$ cat src/rtl/core/one_bone_ik_tip_placement_macros.svh
// assertion macros shared by the tip placement rtl
// needs clk_i and rst_ni in the scope of each use
`ifndef ONE_BONE_IK_TIP_PLACEMENT_MACROS_SVH
`define ONE_BONE_IK_TIP_PLACEMENT_MACROS_SVH

`ifndef NO_ASSERTIONS
// checked only outside reset
`define OBTP_ASSERT(lbl, prop, msg) \
  lbl: assert property (@(posedge clk_i) disable iff (!rst_ni) prop) else $error(msg);
// checked at every edge, reset included
`define OBTP_ASSERT_RST(lbl, prop, msg) \
  lbl: assert property (@(posedge clk_i) prop) else $error(msg);
`else
`define OBTP_ASSERT(lbl, prop, msg)
`define OBTP_ASSERT_RST(lbl, prop, msg)
`endif

`endif

$ cat src/rtl/core/obtp_pkg.sv
// shared constants for the one-bone tip placement block
// no dependencies
package obtp_pkg;

  localparam int unsigned CoordWidthDef = 32;
  localparam int unsigned Axes          = 3;

  // extra fraction bits of the normalised length
  function automatic int unsigned norm_extra(input int unsigned w);
    return 62 - w;
  endfunction

endpackage

$ cat src/rtl/core/obtp_front.sv
// front end: takes an item, forms direction magnitudes and signs, flags a zero direction
// depends on obtp_pkg
module obtp_front #(
  parameter int unsigned W = obtp_pkg::CoordWidthDef
) (
  input  logic                                clk_i,
  input  logic                                rst_ni,
  input  logic                                start_i,
  input  logic                                full_i,
  input  logic [W-1:0]                        base_x_i,
  input  logic [W-1:0]                        base_y_i,
  input  logic [W-1:0]                        base_z_i,
  input  logic [W-1:0]                        target_x_i,
  input  logic [W-1:0]                        target_y_i,
  input  logic [W-1:0]                        target_z_i,
  input  logic [W-2:0]                        bone_length_i,
  output logic                                valid_o,
  output logic [obtp_pkg::Axes-1:0][W-1:0]    base_o,
  output logic [obtp_pkg::Axes-1:0][W:0]      mag_o,
  output logic [obtp_pkg::Axes-1:0]           neg_o,
  output logic                                degen_o,
  output logic [W-2:0]                        len_o
);
  import obtp_pkg::*;

  logic [Axes-1:0][W-1:0] b, t;
  logic [Axes-1:0][W:0]   d, mag;
  logic [Axes-1:0]        neg;
  logic                   accept;
  logic                   valid_q;
  logic [Axes-1:0][W-1:0] base_q;
  logic [Axes-1:0][W:0]   mag_q;
  logic [Axes-1:0]        neg_q;
  logic                   degen_q;
  logic [W-2:0]           len_q;

  assign b      = {base_z_i, base_y_i, base_x_i};
  assign t      = {target_z_i, target_y_i, target_x_i};
  assign accept = start_i & ~full_i;

  // signed difference and its magnitude per axis
  always_comb begin
    for (int i = 0; i < Axes; i++) begin
      d[i]   = {t[i][W-1], t[i]} - {b[i][W-1], b[i]};
      neg[i] = d[i][W];
      mag[i] = neg[i] ? (~d[i] + 1'b1) : d[i];
    end
  end

  // item register
  always_ff @(posedge clk_i or negedge rst_ni) begin
    if (!rst_ni) begin
      valid_q <= 1'b0;
    end else begin
      valid_q <= accept;
    end
  end

  always_ff @(posedge clk_i) begin
    if (accept) begin
      base_q  <= b;
      mag_q   <= mag;
      neg_q   <= neg;
      degen_q <= (d == '0);
      len_q   <= bone_length_i;
    end
  end

  assign valid_o = valid_q;
  assign base_o  = base_q;
  assign mag_o   = mag_q;
  assign neg_o   = neg_q;
  assign degen_o = degen_q;
  assign len_o   = len_q;

endmodule

$ cat config.mk
export PLATFORM = sky130hd
export DESIGN_NAME = obtp_front
export DESIGN_NICKNAME = d
export VERILOG_FILES = /design/src/rtl/core/one_bone_ik_tip_placement_macros.svh /design/src/rtl/core/obtp_pkg.sv /design/src/rtl/core/obtp_front.sv
export SDC_FILE = /design/constraint.sdc
export NUM_CORES = 1
export LEC_CHECK = 0
export CAP_MARGIN = 25
export CORE_MARGIN = 5
export CORE_UTILIZATION = 50
export DETAILED_ROUTE_END_ITERATION = 8
export DONT_BUFFER_PORTS = 1
export GPL_TIMING_DRIVEN = 0
export SETUP_SLACK_MARGIN = 0.2
export SYNTH_ARGS = -nofsm -noshare
export SYNTH_HDL_FRONTEND = slang
export SYNTH_SLANG_ARGS = --single-unit
export TNS_END_PERCENT = 10
$ cat constraint.sdc
create_clock -name clk_i -period 1.27 [get_ports clk_i]
set_clock_uncertainty 0.1 [all_clocks]
set_input_delay 0.0635 -clock clk_i [delete_from_list [all_inputs] [get_ports clk_i]]
set_output_delay 0.0635 -clock clk_i [all_outputs]
set_load 0.02 [all_outputs]
==> impl_results.md <==
* Fin. Hold Viols at 121
* CP Cell Sequence: clkinvlp_4 -> ha_4 -> fa_2 -> nor2b_2 -> o2111a_2 -> or4_4 -> a222oi_1 -> nand4_1 -> or3_4 -> or3b_4 -> nor2_4 -> a21oi_1 -> xor2_1
* Root Buffer: clkbuf_16
* Failing checks: negative hold slack, negative setup slack
* Gate Count Post-Synth at 1,561
* Syn_area_per_cell at 9.962 um^2
* RSZ-0062 raised after global routing: yes
* Fraction of registers with async set/reset at less than 1%
* Most used DFF post-synth: edfxtp_1
* Vias in the first global route at about 13,000
* Min Tclk post-route at 3.063 ns
* Crit. End Element: flop
* Sink Count at between 200 and 250
* Run status: finished with violations
* DP Area at between 15,000 and 20,000 um^2
* CTS tree: done
* Port Buf Inserts at 0
* Flop and latch count out of synthesis at approximately 230
* DR DRC count at 0
* Worst ir drop on vdd at between 0.9 and 1 mV
* Layout area overhead at 36.12%
* CTS buffer count at 27
* Yosys top cell area share at 44.42%
* Fin area at about 21,000 um^2
* Final setup TNS at -135.81 ns
* Initial Util at between 50% and 60%
* Fin crit share at 241.2%
* Die Wd at approximately 190 um
* Die height at around 190 um
* Min setup slack post-route at -1.793 ns
* Setup violators final at 106
* Seq/Total Area, Yosys at between 40 and 50%
* CP Max Fanout at 3
* Hold Path Class: in2reg
* Min Hold Slack at -0.4957 ns
* Commonest non-fill, non-tap cell in the layout: edfxtp_1
* # rows at 64
* CP max stage cell: a222oi_1
* Hold Path Depth at 0
* Hpwl dp at about 36,000 um
* Bufs on Longest Clock Path at 3
* Vias post-DR at approximately 13,000
* Pwr Total at approximately 27 mW
* Overflow after GRT at 0
* Synth area leader: edfxtp_1
* Synth unique cells at 95
* Crit path depth at 13
* Routed wire length at between 40,000 and 50,000 um
* Startpoint types: input port
* Max-Cap Viols at 0
* DR iter-0 viols at 863
* LEAKAGE at roughly 8.2 nW
* Area occupied by multi-input gates at roughly 9400 um^2
* Most frequent cells in the layout: 230 x edfxtp_1, 130 x dlygate4sd3_1, 117 x nand2_1, 109 x inv_1, 97 x a21oi_1
* DR WL/cell at about 22 um
* CP peak stage delay at ~0.46 ns
* Worst Path Buf+Inv at 1
* Post-synth EDFFs at between 200 and 250
* Share of layout cells above drive strength 1 at between 20% and 30%
* Filler cells at 2,266
* Placeable core area at approximately 30,000 um^2
* Placer Congestion at about 0.95
* Syn nets at about 1,900
* First-pass GRT wire length at between 70,000 and 80,000 um
* Initial antenna violation count at 4
* Max-slew violations at 0
* CTS clock-pin slew for the worst setup and hold paths at 0.06 ns
* Largest net degree at the start of global routing at 40
* Register cell area after layout at between 6000 and 7000 um^2
* I/O pin total at ~460
* DR pass1 iterations at 6
* Routed Antenna Nets at 0
* Worst EP required at about 1.5 ns
* Top delay family on crit path: simple AND/OR/NAND/NOR gates
* Crit path kind: in2reg
* Full die area at approximately 35,000 um^2
* Tot GR Track Use at between 20% and 30%
* Critical Path AT at around 3.3 ns
* Syn. warnings at 0
* Fmax at ~0.33 GHz
* DR vias/cell at 5.911
* Top cells by area, synth: edfxtp_1 44%, ha_1 8.0%, xnor2_1 5.8%
* PwrDens at approximately 1300 nW/um^2
* Tightest Pin Transition at about 1.0 ns
* Slew HR at about a third
* H-Tree Depth at 1
* Syn Std Cell Area at 15,550 um^2
* Inserted Diodes at 0
* Nets at between 2,000 and 2,500
==> cell families (layout without fill, tap and decap cells) <==
logic type | count (synthesis) | in the layout | share of synthesized area [%]
AND/OR/NAND/NOR | 464 | 464 | 15.51
AO/OA/AOI/OAI | 425 | 425 | 17.97
XOR/XNOR | 154 | 154 | 8.674
multiplexers | 6 | 6 | 0.4023
buffers and inverters | 179 | 484 | 4.522
flip-flops | 231 | 231 | 44.58
adder cells (fa/ha/maj) | 102 | 102 | 8.352
==> metrics by stage <==
step	utilization, %	setup slack, ns	hold slack [ns]	instances
floorplan	-	-2.778	-0.3321	1561
global placement	52.34	-4.070	-0.3320	1957
detailed placement	52.82	-2.787	-0.3320	1964
CTS	66.23	-1.678	-0.5211	2222
global route	69.02	-1.924	-0.5232	2262
finish	69.02	-1.793	-0.4957	2262
==> cells in the mapped netlist (all sizes together), types with 33 or more instances <==
cell    count
nor2      104
ha         99
inv       128
clkbuf     33
xor2       51
o21ai      92
xnor2     103
nand4      33
a21oi     125
nand2     130
edfxtp    230
a21o       39
==> cell type report <==
class	count	share of cell area, %
multi-input cells	1151	44.33
flip-flops and latches	231	32.75
repair buffers	257	11.70
clock buffers	31	3.263
inverters	128	2.489
well taps	396	2.341
plain buffers	51	2.152
clock inverters	17	0.9635
==> worst paths after layout <==
path	startpoint	to	slack [ns]
setup / recovery	target_x_i[0]	mag_o[24]	-1.79
hold / removal	base_y_i[1]	base_o[33]	-0.50
max in group asynchronous	rst_ni	valid_o	0.78
min in group asynchronous	rst_ni	valid_o	0.17
==> flip-flops by register name (all words and copies together) (netlist names) <==
signal,count
neg_o,3
mag_o,99
valid_o,1
degen_o,1
base_o,96
len_o,31
==> repair_timing <==
item	in CTS	in global routing
resized for setup	308	123
hold buffers	128	3
buffers inserted	81	36
hold endpoints to repair	260	125
setup endpoints to repair	360	399
cloned	1	1
pin swaps	109	91
==> power by group <==
part	switching, mW	internal [mW]
combinational	4.53	3.67
clock	3.14	4.72
sequential	1.39	9.55
==> metal layers <==
| metal | routed length (um) | track usage (%) | vias up | part of all wire, % |
|---|---|---|---|---|
| li1 | - | - | 6372 | - |
| met4 | 1997 | 9.571 | 8 | 4.1 |
| met5 | 69 | 0 | - | 0.14 |
| met1 | 19210 | 31.39 | 6354 | 39 |
| met2 | 23990 | 43.25 | 532 | 49 |
| met3 | 3991 | 7.941 | 105 | 8.1 |
(Power assumes the default switching activity.)
