`src/rtl/core/one_bone_ik_tip_placement_macros.svh`:
```
// assertion macros shared by the tip placement rtl
// needs clk_i and rst_ni in the scope of each use
`ifndef ONE_BONE_IK_TIP_PLACEMENT_MACROS_SVH
`define ONE_BONE_IK_TIP_PLACEMENT_MACROS_SVH

`ifndef NO_ASSERTIONS
// checked only outside reset
`define OBTP_ASSERT(lbl, prop, msg) \
  lbl: assert property (@(posedge clk_i) disable iff (!rst_ni) prop) else $error(msg);
// checked at every edge, reset included
`define OBTP_ASSERT_RST(lbl, prop, msg) \
  lbl: assert property (@(posedge clk_i) prop) else $error(msg);
`else
`define OBTP_ASSERT(lbl, prop, msg)
`define OBTP_ASSERT_RST(lbl, prop, msg)
`endif

`endif

```
`src/rtl/core/obtp_queue.sv`:
```
// two-entry item queue between front and back end
// depends on the macros header
`include "one_bone_ik_tip_placement_macros.svh"
module obtp_queue #(
  parameter int unsigned DW = 8
) (
  input  logic          clk_i,
  input  logic          rst_ni,
  input  logic          push_i,
  input  logic [DW-1:0] data_i,
  input  logic          pop_i,
  output logic          empty_o,
  output logic          full_o,
  output logic [DW-1:0] data_o
);
  localparam int unsigned Depth = 2;

  logic [DW-1:0] mem_q [Depth];
  logic          wr_ptr_q, rd_ptr_q;
  logic [1:0]    cnt_q;
  logic          do_push, do_pop;

  assign empty_o = (cnt_q == 2'd0);
  assign full_o  = (cnt_q == 2'(Depth));
  assign do_push = push_i & ~full_o;
  assign do_pop  = pop_i & ~empty_o;
  assign data_o  = mem_q[rd_ptr_q];

  // pointers and fill count
  always_ff @(posedge clk_i or negedge rst_ni) begin
    if (!rst_ni) begin
      wr_ptr_q <= 1'b0;
      rd_ptr_q <= 1'b0;
      cnt_q    <= 2'd0;
    end else begin
      if (do_push) wr_ptr_q <= ~wr_ptr_q;
      if (do_pop) rd_ptr_q <= ~rd_ptr_q;
      cnt_q <= cnt_q + 2'(do_push) - 2'(do_pop);
    end
  end

  // storage
  always_ff @(posedge clk_i) begin
    if (do_push) mem_q[wr_ptr_q] <= data_i;
  end

  `OBTP_ASSERT(a_q_no_overflow, full_o |-> !push_i, "item pushed into full queue")
  `OBTP_ASSERT(a_q_no_underflow, pop_i |-> !empty_o, "item popped from empty queue")
  `OBTP_ASSERT(a_q_count_range, cnt_q != 2'd3, "queue count out of range")

endmodule

```
`config.mk`:
```
export PLATFORM = sky130hd
export DESIGN_NAME = obtp_queue
export DESIGN_NICKNAME = d
export VERILOG_FILES = /design/src/rtl/core/obtp_queue.sv
export VERILOG_INCLUDE_DIRS = /design/src /design/src/rtl/core
export SDC_FILE = /design/constraint.sdc
export NUM_CORES = 1
export LEC_CHECK = 0
export BUFFER_PORTS_ARGS = -buffer_cell sky130_fd_sc_hd__buf_2
export CORE_MARGIN = 2
export CORE_UTILIZATION = 48
export DETAILED_ROUTE_END_ITERATION = 6
export PLACE_DENSITY_LB_ADDON = 0.1
export SLEW_MARGIN = 20
export SYNTH_ARGS = -nofsm -noshare
export SYNTH_HDL_FRONTEND = slang
export SYNTH_SLANG_ARGS = --single-unit
```
`constraint.sdc`:
```
create_clock -name clk_i -period 1.6 [get_ports clk_i]
set_input_delay 0 -clock clk_i [delete_from_list [all_inputs] [get_ports clk_i]]
set_output_delay 0 -clock clk_i [all_outputs]
set_load 0.005 [all_outputs]
```
==> results of run 1 <==
## state kept, by name, summed over array words and instances (netlist names)
register and cells:
wr_ptr_q 1, rd_ptr_q 1, cnt_q 2, mem_q 16
## logic make-up after synthesis
logic type	count (synthesis)
XOR/XNOR	4
adder cells (fa/ha/maj)	2
buffers and inverters	3
flip-flops	20
multiplexers	8
AND/OR/NAND/NOR	6
## power breakdown
part	internal, mW	total, mW	leakage, nW	switching, mW
logic	0.331	0.560	0.230	0.229
registers	0.730	0.835	0.194	0.105
clock network	0.0907	0.231	0.0154	0.140
## through the flow
step / area [um2] / power (mW) / worst slack [ns]
global route: 1050 / 1.74 / 0.00212
finish: 1050 / 1.63 / 0.0776
floorplan: 776 / 1.15 / 0.126
CTS: 1020 / 1.59 / 0.0577
detailed placement: 903 / 1.34 / 0.0767
global placement: 903 / 1.33 / 0.104
## worst max-delay path by stage
stage                to  depth (start not counted)  slack, ns      from
6_report       cnt_q[1]                          7       0.08  cnt_q[1]
5_1_grt        cnt_q[1]                          7      0.002  cnt_q[0]
4_1_cts        cnt_q[1]                          7       0.06  cnt_q[1]
3_5_place_dp   cnt_q[1]                          7       0.08  cnt_q[1]
3_3_place_gp   cnt_q[1]                          7       0.10  cnt_q[1]
2_1_floorplan  cnt_q[1]                          7       0.13  cnt_q[1]
## layout by cell type, fill, tap and decap left out, drive strengths merged
cell and count:
ha 2, buf 22, xor2 1, and3 1
nor2 2, nand2 1, edfxtp 16, dlygate4sd3 10
nand2b 1, clkbuf 3, mux2 8, xnor2 3
dfrtp 4, nor2b 1, inv 2, clkinv 1
## layer usage
metal	share of wire, %	global-route usage (%)
met1	41	15.3
met2	53	25.9
met3	3.8	3.67
met4	1.7	7.27
met5	0	0
## critical path, cell delays in order (launching register included)
cell     delay, ns
dfrtp_2       0.46
nor2_2        0.14
nor2b_2       0.07
ha_1          0.26
inv_1         0.04
ha_1          0.19
xnor2_2       0.14
xnor2_1       0.12
## what timing repair did
item	4_1_cts	5_1_grt
gates resized for setup	0	5
endpoints found under the hold margin	20	1
setup endpoints to repair	0	1
hold buffers	9	1
## area by class of cell
type | instances | area, um2 | share of cell area (%)
multi-input cells | 20 | 203 | 19.3
inverters | 2 | 7.51 | 0.714
clock buffers | 3 | 22.5 | 2.14
well taps | 16 | 20.0 | 1.90
flip-flops and latches | 20 | 582 | 55.4
clock inverters | 1 | 3.75 | 0.357
repair buffers | 32 | 213 | 20.2
==> results.yml, run 1 <==
run_status:
  outcome: "completed"
global_routing:
  grt_pass1_vias: 475
  grt_max_degree: 12
  grt_pass1_wl_um: 1930
  grt_overflow_total: 0
  grt_usage_pct: 14.3
  antenna_found_initial: 0
worst_setup_path:
  critPathArrivalTime_ns: 1.71
  rrSetupSlack_ns: 0.08
  r2r_start: "cnt_q[1]"
  crit_type: "reg -> reg"
  crit_path_end_kind: "register"
  cp_max_fo: 3
  rr_endpoint: "cnt_q[1]"
  critPathLaunchType: "register"
  worst_ep_required_time_ns: 1.79
  ff2ff_path_depth: 7
cells_and_area:
  fin_cells: 94
  syn_to_final_growth_pct: 35.5
  utilization_pct: 69.8
  drive_above_1_share_pct: 50.0
  antennaDiodeCount: 0
  fin_nets: 93
  fillers: 114
yosys:
  syn_area_per_cell_um2: 18.0
  synth-edff-count: 16
  synth.area.mux_share_pct: 11.6
  ys_seq_area_share_pct: 74.8
  synthDistinctLibCells: 13
  syn-num-nets: 57
  synth_top_cell_area_share_pct: 61.9
  syn_inst: 43
  yosys_warnings: 0
  synthXorXnorAreaFrac_pct: 4.52
  mappedNetlistArea_um2: 776
  synth_seq_cells: 20
  synthSimpleGateAreaFrac_pct: 4.19
  synthAdderAreaFrac_pct: 3.23
  yosys-top-cells-area: "edfxtp_1 62%, dfrtp_1 13%, mux2_2 12%"
  synth_flop_cell: "edfxtp_1"
  synth_compound_area_share_pct: 0
  synthArstFlopShare_pct: 20.0
  synth_commonest_cells: "16 x edfxtp_1, 8 x mux2_2, 4 x dfrtp_1, 3 x xnor2_1"
  yosys.area.top_type: "edfxtp_1"
  synth_most_common_cell: "edfxtp_1"
  synth_top_family_by_area: "multiplexers"
routing:
  wl_per_cell_um: 13.4
  viasPerCell: 4.79
  drc: 0
  ant_nets: 0
  firstDrtPassIters: 3
  num_vias: 450
  drt_first_iter_violations: 5
  wirelength_um: 1260
clock_tree:
  cts_buffers: 3
  htreeDepth: 1
  insertion_delay_ns: 0.29
  cts_root_buf: "clkbuf_4"
  clock_sinks: 20
  cts_tree: "done"
  path_clk_slew_ns: 0.10
  post_cts_buffers: 0
  clockBufferDepth: 2
pwr:
  ir_drop_mv: 0.906
  p_per_area_nw_per_um2: 1550
  p_leak_nw: 0.440
die:
  num_rows: 14
  die_h_um: 44.2
  initial_core_util_pct: 51.5
  core_region_area_um2: 1510
  die_w_um: 44.2
  io_pins: 22
  die_area_um2: 1950
placed_design:
  port_buffers: 21
  placed_cells: 80
  gp_routability_congestion: 0.642
timing:
  finalMaxSlewViolations: 0
  rsz0062_at_grt: "no"
  finalSetupTns_ns: 0
  fin_crit_sh_pct: 95.2
  finalHoldViolCount: 0
  timing.slew.headroom_pct: 73.1
  finalSetupViolations: 0
  timing.hold.ws_ns: 0.0352
  max_slew.worst_pin.slew_ns: 0.403
  max_freq_mhz: 657
  fin_crit_ns: 1.52
  clock-skew-final_ns: 0.00167
job:
  cap_violations: 0
min_path:
  hp-class: "in -> async"
(Power assumes the default switching activity.)
==> inputs of run 2 (changes only) <==
==> constraint.sdc (replaced) <==
create_clock -name clk_i -period 1.6 [get_ports clk_i]
set_input_delay 0 -clock clk_i [delete_from_list [all_inputs] [get_ports clk_i]]
set_output_delay 0 -clock clk_i [all_outputs]
set_load 0.02 [all_outputs]
==> run 2 against run 1 <==
  * The run now ends with hold timing left
  * Via count up 3.3%
  * Setup slack about the same
  * Count of clock-buffer cells in the layout up 1
  * Maximum frequency about the same
  * Utilization up 1.2 points
==> results.yml, run 2 (synthesis results as in run 1) <==
run_status:
  outcome: "finished, violations left"
  failed_checks: "hold timing"
timing:
  fin_crit_ns: 1.52
  fin_crit_sh_pct: 95.2
  finalSetupViolations: 0
  max_slew.worst_pin.slew_ns: 0.410
  clock-skew-final_ns: 0.00384
  max_freq_mhz: 657
  timing.slew.headroom_pct: 72.7
  timing.hold.ws_ns: -0.00393
  finalHoldViolCount: 1
  finalMaxSlewViolations: 0
die:
  io_pins: 22
  initial_core_util_pct: 51.5
  die_w_um: 44.2
  die_h_um: 44.2
  num_rows: 14
  die_area_um2: 1950
  core_region_area_um2: 1510
clock_tree:
  cts_tree: "done"
  htreeDepth: 1
  cts_root_buf: "clkbuf_4"
  insertion_delay_ns: 0.29
  clock_sinks: 20
  path_clk_slew_ns: 0.10
  cts_buffers: 3
  clockBufferDepth: 2
cells_and_area:
  syn_to_final_growth_pct: 37.9
  drive_above_1_share_pct: 51.9
  seq_area_um2: 581
  multi_input_area_um2: 203
  largest_reg_flops: 16
  top_regs: "mem_q (16), cnt_q (2)"
  final_common_cell: "buf_2"
  antennaDiodeCount: 0
  most-common-layout-cells: "21 x buf_2, 16 x edfxtp_1, 9 x dlygate4sd3_1"
  largest-register: "mem_q"
  fillers: 97
  fin_cells: 97
  fin_nets: 96
  stdcell_area_um2: 1070
placed_design:
  place_hpwl_um: 777
  port_buffers: 21
  placed_cells: 81
  gp_routability_congestion: 0.624
  placedInstanceArea_um2: 913
worst_setup_path:
  crit_path_end_kind: "register"
  worst_ep_required_time_ns: 1.79
  crit_type: "reg -> reg"
  cp_max_fo: 3
  critPathArrivalTime_ns: 1.71
  rrSetupSlack_ns: 0.08
  critPathLaunchType: "register"
global_routing:
  grt_usage_pct: 14.1
  grt_overflow_total: 0
  grt_max_degree: 12
  antenna_found_initial: 0
  grt_pass1_vias: 451
  grt_pass1_wl_um: 1880
routing:
  viasPerCell: 4.79
  ant_nets: 0
  num_vias: 465
  wl_per_cell_um: 13.7
  firstDrtPassIters: 3
  drc: 0
  wirelength_um: 1330
  drt_first_iter_violations: 13
pwr:
  ir_drop_mv: 1.22
  p_per_area_nw_per_um2: 1730
  p_leak_nw: 0.455
job:
  cap_violations: 0
min_path:
  hp-class: "in -> reg"
run 2: routing by layer:
metal / global-route usage (%) / wire length, um / share of wire, % / up-vias
met5: 0 / 0 / 0 / -
met4: 7.27 / 0 / 0 / 0
met3: 2.45 / 30 / 2.3 / 0
met2: 27.9 / 787 / 59 / 8
met1: 13.5 / 511 / 38 / 227
li1: - / - / - / 230
run 2: worst max-delay path: stages (launching register included):
cell	delay, ns
dfrtp_1	0.44
nor2_2	0.16
nor2b_2	0.06
ha_1	0.26
inv_1	0.04
ha_1	0.19
xnor2_2	0.14
xnor2_1	0.12
run 2: metrics by stage:
stage / setup WS [ns] / hold WS [ns] / setup TNS (ns) / util (%) / power (mW)
after CTS: 0.0560 / 0.0289 / 0 / 68.4 / 1.74
after detailed placement: 0.0919 / -0.189 / 0 / 60.6 / 1.49
after global placement: 0.0694 / -0.189 / 0 / 60.6 / 1.48
after global routing: -0.0148 / 0.0135 / -0.0148 / 71.0 / 1.94
final: 0.0771 / -0.00393 / 0 / 71.0 / 1.85
after floorplan: 0.0178 / -0.296 / 0 / - / 1.29
run 2: cell type report:
cell class | count | share of cell area (%)
inverter | 2 | 0.702
tap | 16 | 1.87
sequential | 20 | 54.3
multi-input combinational | 20 | 18.9
clock buffer | 4 | 2.46
timing repair buffer | 35 | 21.8
run 2: path summary, 6_finish.rpt:
check	startpoint	to	cells after the start
min	push_i	wr_ptr_q	3
max in group asynchronous	rst_ni	rd_ptr_q	2
min in group asynchronous	rst_ni	cnt_q[1]	2
max	cnt_q[1]	cnt_q[1]	7
min reg2reg	wr_ptr_q	wr_ptr_q	1
max reg2reg	cnt_q[1]	cnt_q[1]	7
run 2: timing repair:
action / 4_1_cts / 5_1_grt
gates resized for setup: 0 / 3
endpoints found under the hold margin: 20 / 0
setup endpoints to repair: 0 / 1
hold buffers: 9 / 0
buffers inserted: 0 / 3
run 2: report_power, final:
part | switching (mW) | internal [mW] | total, mW
clock | 0.143 | 0.0968 | 0.240
sequential | 0.108 | 0.727 | 0.835
combinational | 0.385 | 0.389 | 0.775
==> inputs of run 3 (changes only) <==
--- a/config.mk
+++ b/config.mk
@@ -6,11 +6,13 @@
 export SDC_FILE = /design/constraint.sdc
 export NUM_CORES = 1
 export LEC_CHECK = 0
+export ABC_AREA = 1
 export BUFFER_PORTS_ARGS = -buffer_cell sky130_fd_sc_hd__buf_2
-export CORE_MARGIN = 2
-export CORE_UTILIZATION = 48
+export CORE_MARGIN = 10
+export CORE_UTILIZATION = 49
 export DETAILED_ROUTE_END_ITERATION = 6
 export PLACE_DENSITY_LB_ADDON = 0.1
+export SKIP_CTS_REPAIR_TIMING = 1
 export SLEW_MARGIN = 20
 export SYNTH_ARGS = -nofsm -noshare
 export SYNTH_HDL_FRONTEND = slang
==> run 3 against run 2 <==
  * Combinational power down 0.5%
  * First-iteration DRC count up 110%
  * Wire length up 21%
  * Register-to-register slack better by 0.14 ns
  * Final area up 4.9%
  * Synthesized cell count up 74%
  * Synthesized area up 7.1%
  * The run now ends clean
  * Final cell count up 32%
  * Clock skew up 0.0017 ns
  * Largest cell class unchanged
  * Maximum frequency up 9.7%
  * Sequential power down 2.9%
  * Critical path depth up 2
==> results.yml, run 3 <==
worst_setup_path:
  cp_max_fo: 3
  cp_top_family: "adder cells"
  worst_path_max_delay_cell: "dfrtp_1"
  worst_ep_required_time_ns: 1.80
  slowest_delay_ns: 0.42
  startpoint: "cnt_q[1]"
  crit_top_cell: "inv_1"
  crit_type: "reg -> reg"
  r2r_start: "cnt_q[1]"
  crit_buf_inv: 3
  crit_chain: "inv_1, nand2_2, nand2_1, inv_1, ha_1, inv_1, ha_1, nand3_1, nand2_1"
  critPathArrivalTime_ns: 1.58
  critPathLaunchType: "register"
  rrSetupSlack_ns: 0.21
  crit_path_end_kind: "register"
  ff2ff_path_depth: 9
  rr_endpoint: "cnt_q[1]"
die:
  die_w_um: 61.2
  initial_core_util_pct: 53.3
  die_h_um: 61.2
  core_region_area_um2: 1560
  io_pins: 22
  die_area_um2: 3740
  num_rows: 14
routing:
  firstDrtPassIters: 4
  viasPerCell: 4.64
  num_vias: 594
  wirelength_um: 1610
  wl_per_cell_um: 12.5
  drt_first_iter_violations: 27
  drc: 0
  ant_nets: 0
run_status:
  outcome: "completed"
global_routing:
  grt_max_degree: 13
  grt_overflow_total: 0
  grt_usage_pct: 8.65
  antenna_found_initial: 0
  grt_pass1_vias: 522
  grt_pass1_wl_um: 2350
timing:
  finalSetupViolations: 0
  timing.slew.headroom_pct: 74.4
  fin_crit_sh_pct: 86.7
  max_freq_mhz: 721
  finalMaxSlewViolations: 0
  rsz0062_at_grt: "no"
  clock-skew-final_ns: 0.00557
  finalSetupTns_ns: 0
  fin_crit_ns: 1.39
  max_slew.worst_pin.slew_ns: 0.384
  finalHoldViolCount: 0
clock_tree:
  clock_sinks: 20
  path_clk_slew_ns: 0.11
  cts_buffers: 3
  insertion_delay_ns: 0.30
  clockBufferDepth: 2
  htreeDepth: 1
  cts_tree: "done"
  cts_root_buf: "clkbuf_4"
pwr:
  p_leak_nw: 0.560
  p_per_area_nw_per_um2: 1770
  ir_drop_mv: 1.20
cells_and_area:
  fin_cells: 128
  top_regs: "mem_q (16), cnt_q (2)"
  syn_to_final_growth_pct: 35.1
  antennaDiodeCount: 0
  largest_reg_flops: 16
  most-common-layout-cells: "35 x nand2_1, 21 x buf_2, 16 x edfxtp_1"
  drive_above_1_share_pct: 28.6
  final_common_cell: "nand2_1"
  largest-register: "mem_q"
  fin_nets: 127
yosys:
  synth_top_cell_area_share_pct: 57.8
  yosys-top-cells-area: "edfxtp_1 58%, nand2_1 16%, dfrtp_1 12%"
  ys_seq_area_share_pct: 69.9
  synth-edff-count: 16
  synthDistinctLibCells: 12
  syn-num-nets: 89
  yosys.area.top_type: "edfxtp_1"
  synth_seq_cells: 20
  synth_most_common_cell: "nand2_1"
  synth_commonest_cells: "35 x nand2_1, 16 x edfxtp_1, 9 x inv_1, 4 x dfrtp_1"
  mappedNetlistArea_um2: 831
  yosys_warnings: 0
  synthArstFlopShare_pct: 20.0
  synth_flop_cell: "edfxtp_1"
  syn_area_per_cell_um2: 11.1
  syn_inst: 75
job:
  cap_violations: 0
placed_design:
  gp_routability_congestion: 0.752
  port_buffers: 21
  placed_cells: 113
  place_hpwl_um: 1080
min_path:
  hp-class: "in -> async"
[run 3: report_power, final]
group	internal [mW]	switching [mW]	leakage, nW
Clock	0.253	0.152	0.0279
Sequential	0.723	0.0884	0.197
Combinational	0.267	0.504	0.335
[run 3: how the worst max path moves through the flow]
stage	to	cells past startpoint
floorplan	cnt_q[1]	9
global placement	cnt_q[1]	9
detailed placement	cnt_q[1]	9
CTS	cnt_q[1]	9
global route	data_o[0]	4
finish	cnt_q[1]	9
[run 3: final cells by class]
type	instances	area (um2)
Timing Repair Buffer	34	230
Inverter	11	46.3
Sequential cell	20	581
Multi-Input combinational cell	43	193
Fill cell	119	437
Tap cell	16	20.0
Clock inverter	1	30.0
Clock buffer	3	22.5
[run 3: worst reg2reg max path: cells and delay by family, from the launching register on]
family,cells,cell delay (ns)
AND/OR/NAND/NOR,4,0.28
flip-flops,1,0.42
adder cells (fa/ha/maj),2,0.44
buffers and inverters,3,0.17
[run 3: stage by stage]
stage	setup slack [ns]	power, mW	instance area, um2	hold slack (ns)	util (%)
global route	0.0965	2.14	1120	0.0156	72.0
global placement	0.274	1.57	960	-0.187	61.6
CTS	0.207	1.99	1010	-0.517	64.9
floorplan	0.298	1.35	831	-0.296	-
detailed placement	0.225	1.59	960	-0.188	61.6
finish	0.212	1.99	1120	0.0243	72.0
[run 3: cells by family (layout without fill, tap and decap cells)]
| group | count (synthesis) | after routing | synth area share [%] |
|---|---|---|---|
| adders and majority gates | 2 | 2 | 3.01 |
| buffers and inverters | 12 | 49 | 6.93 |
| DFF | 20 | 20 | 69.9 |
| and+or+nand+nor | 41 | 41 | 20.2 |
[run 3: per-layer routing]
layer	vias to the layer above	GRT usage [%]	wire length [um]
li1	312	-	-
met1	265	9.89	665
met2	15	12.7	799
met3	2	3.91	132
met4	0	5.86	9
met5	-	0	0
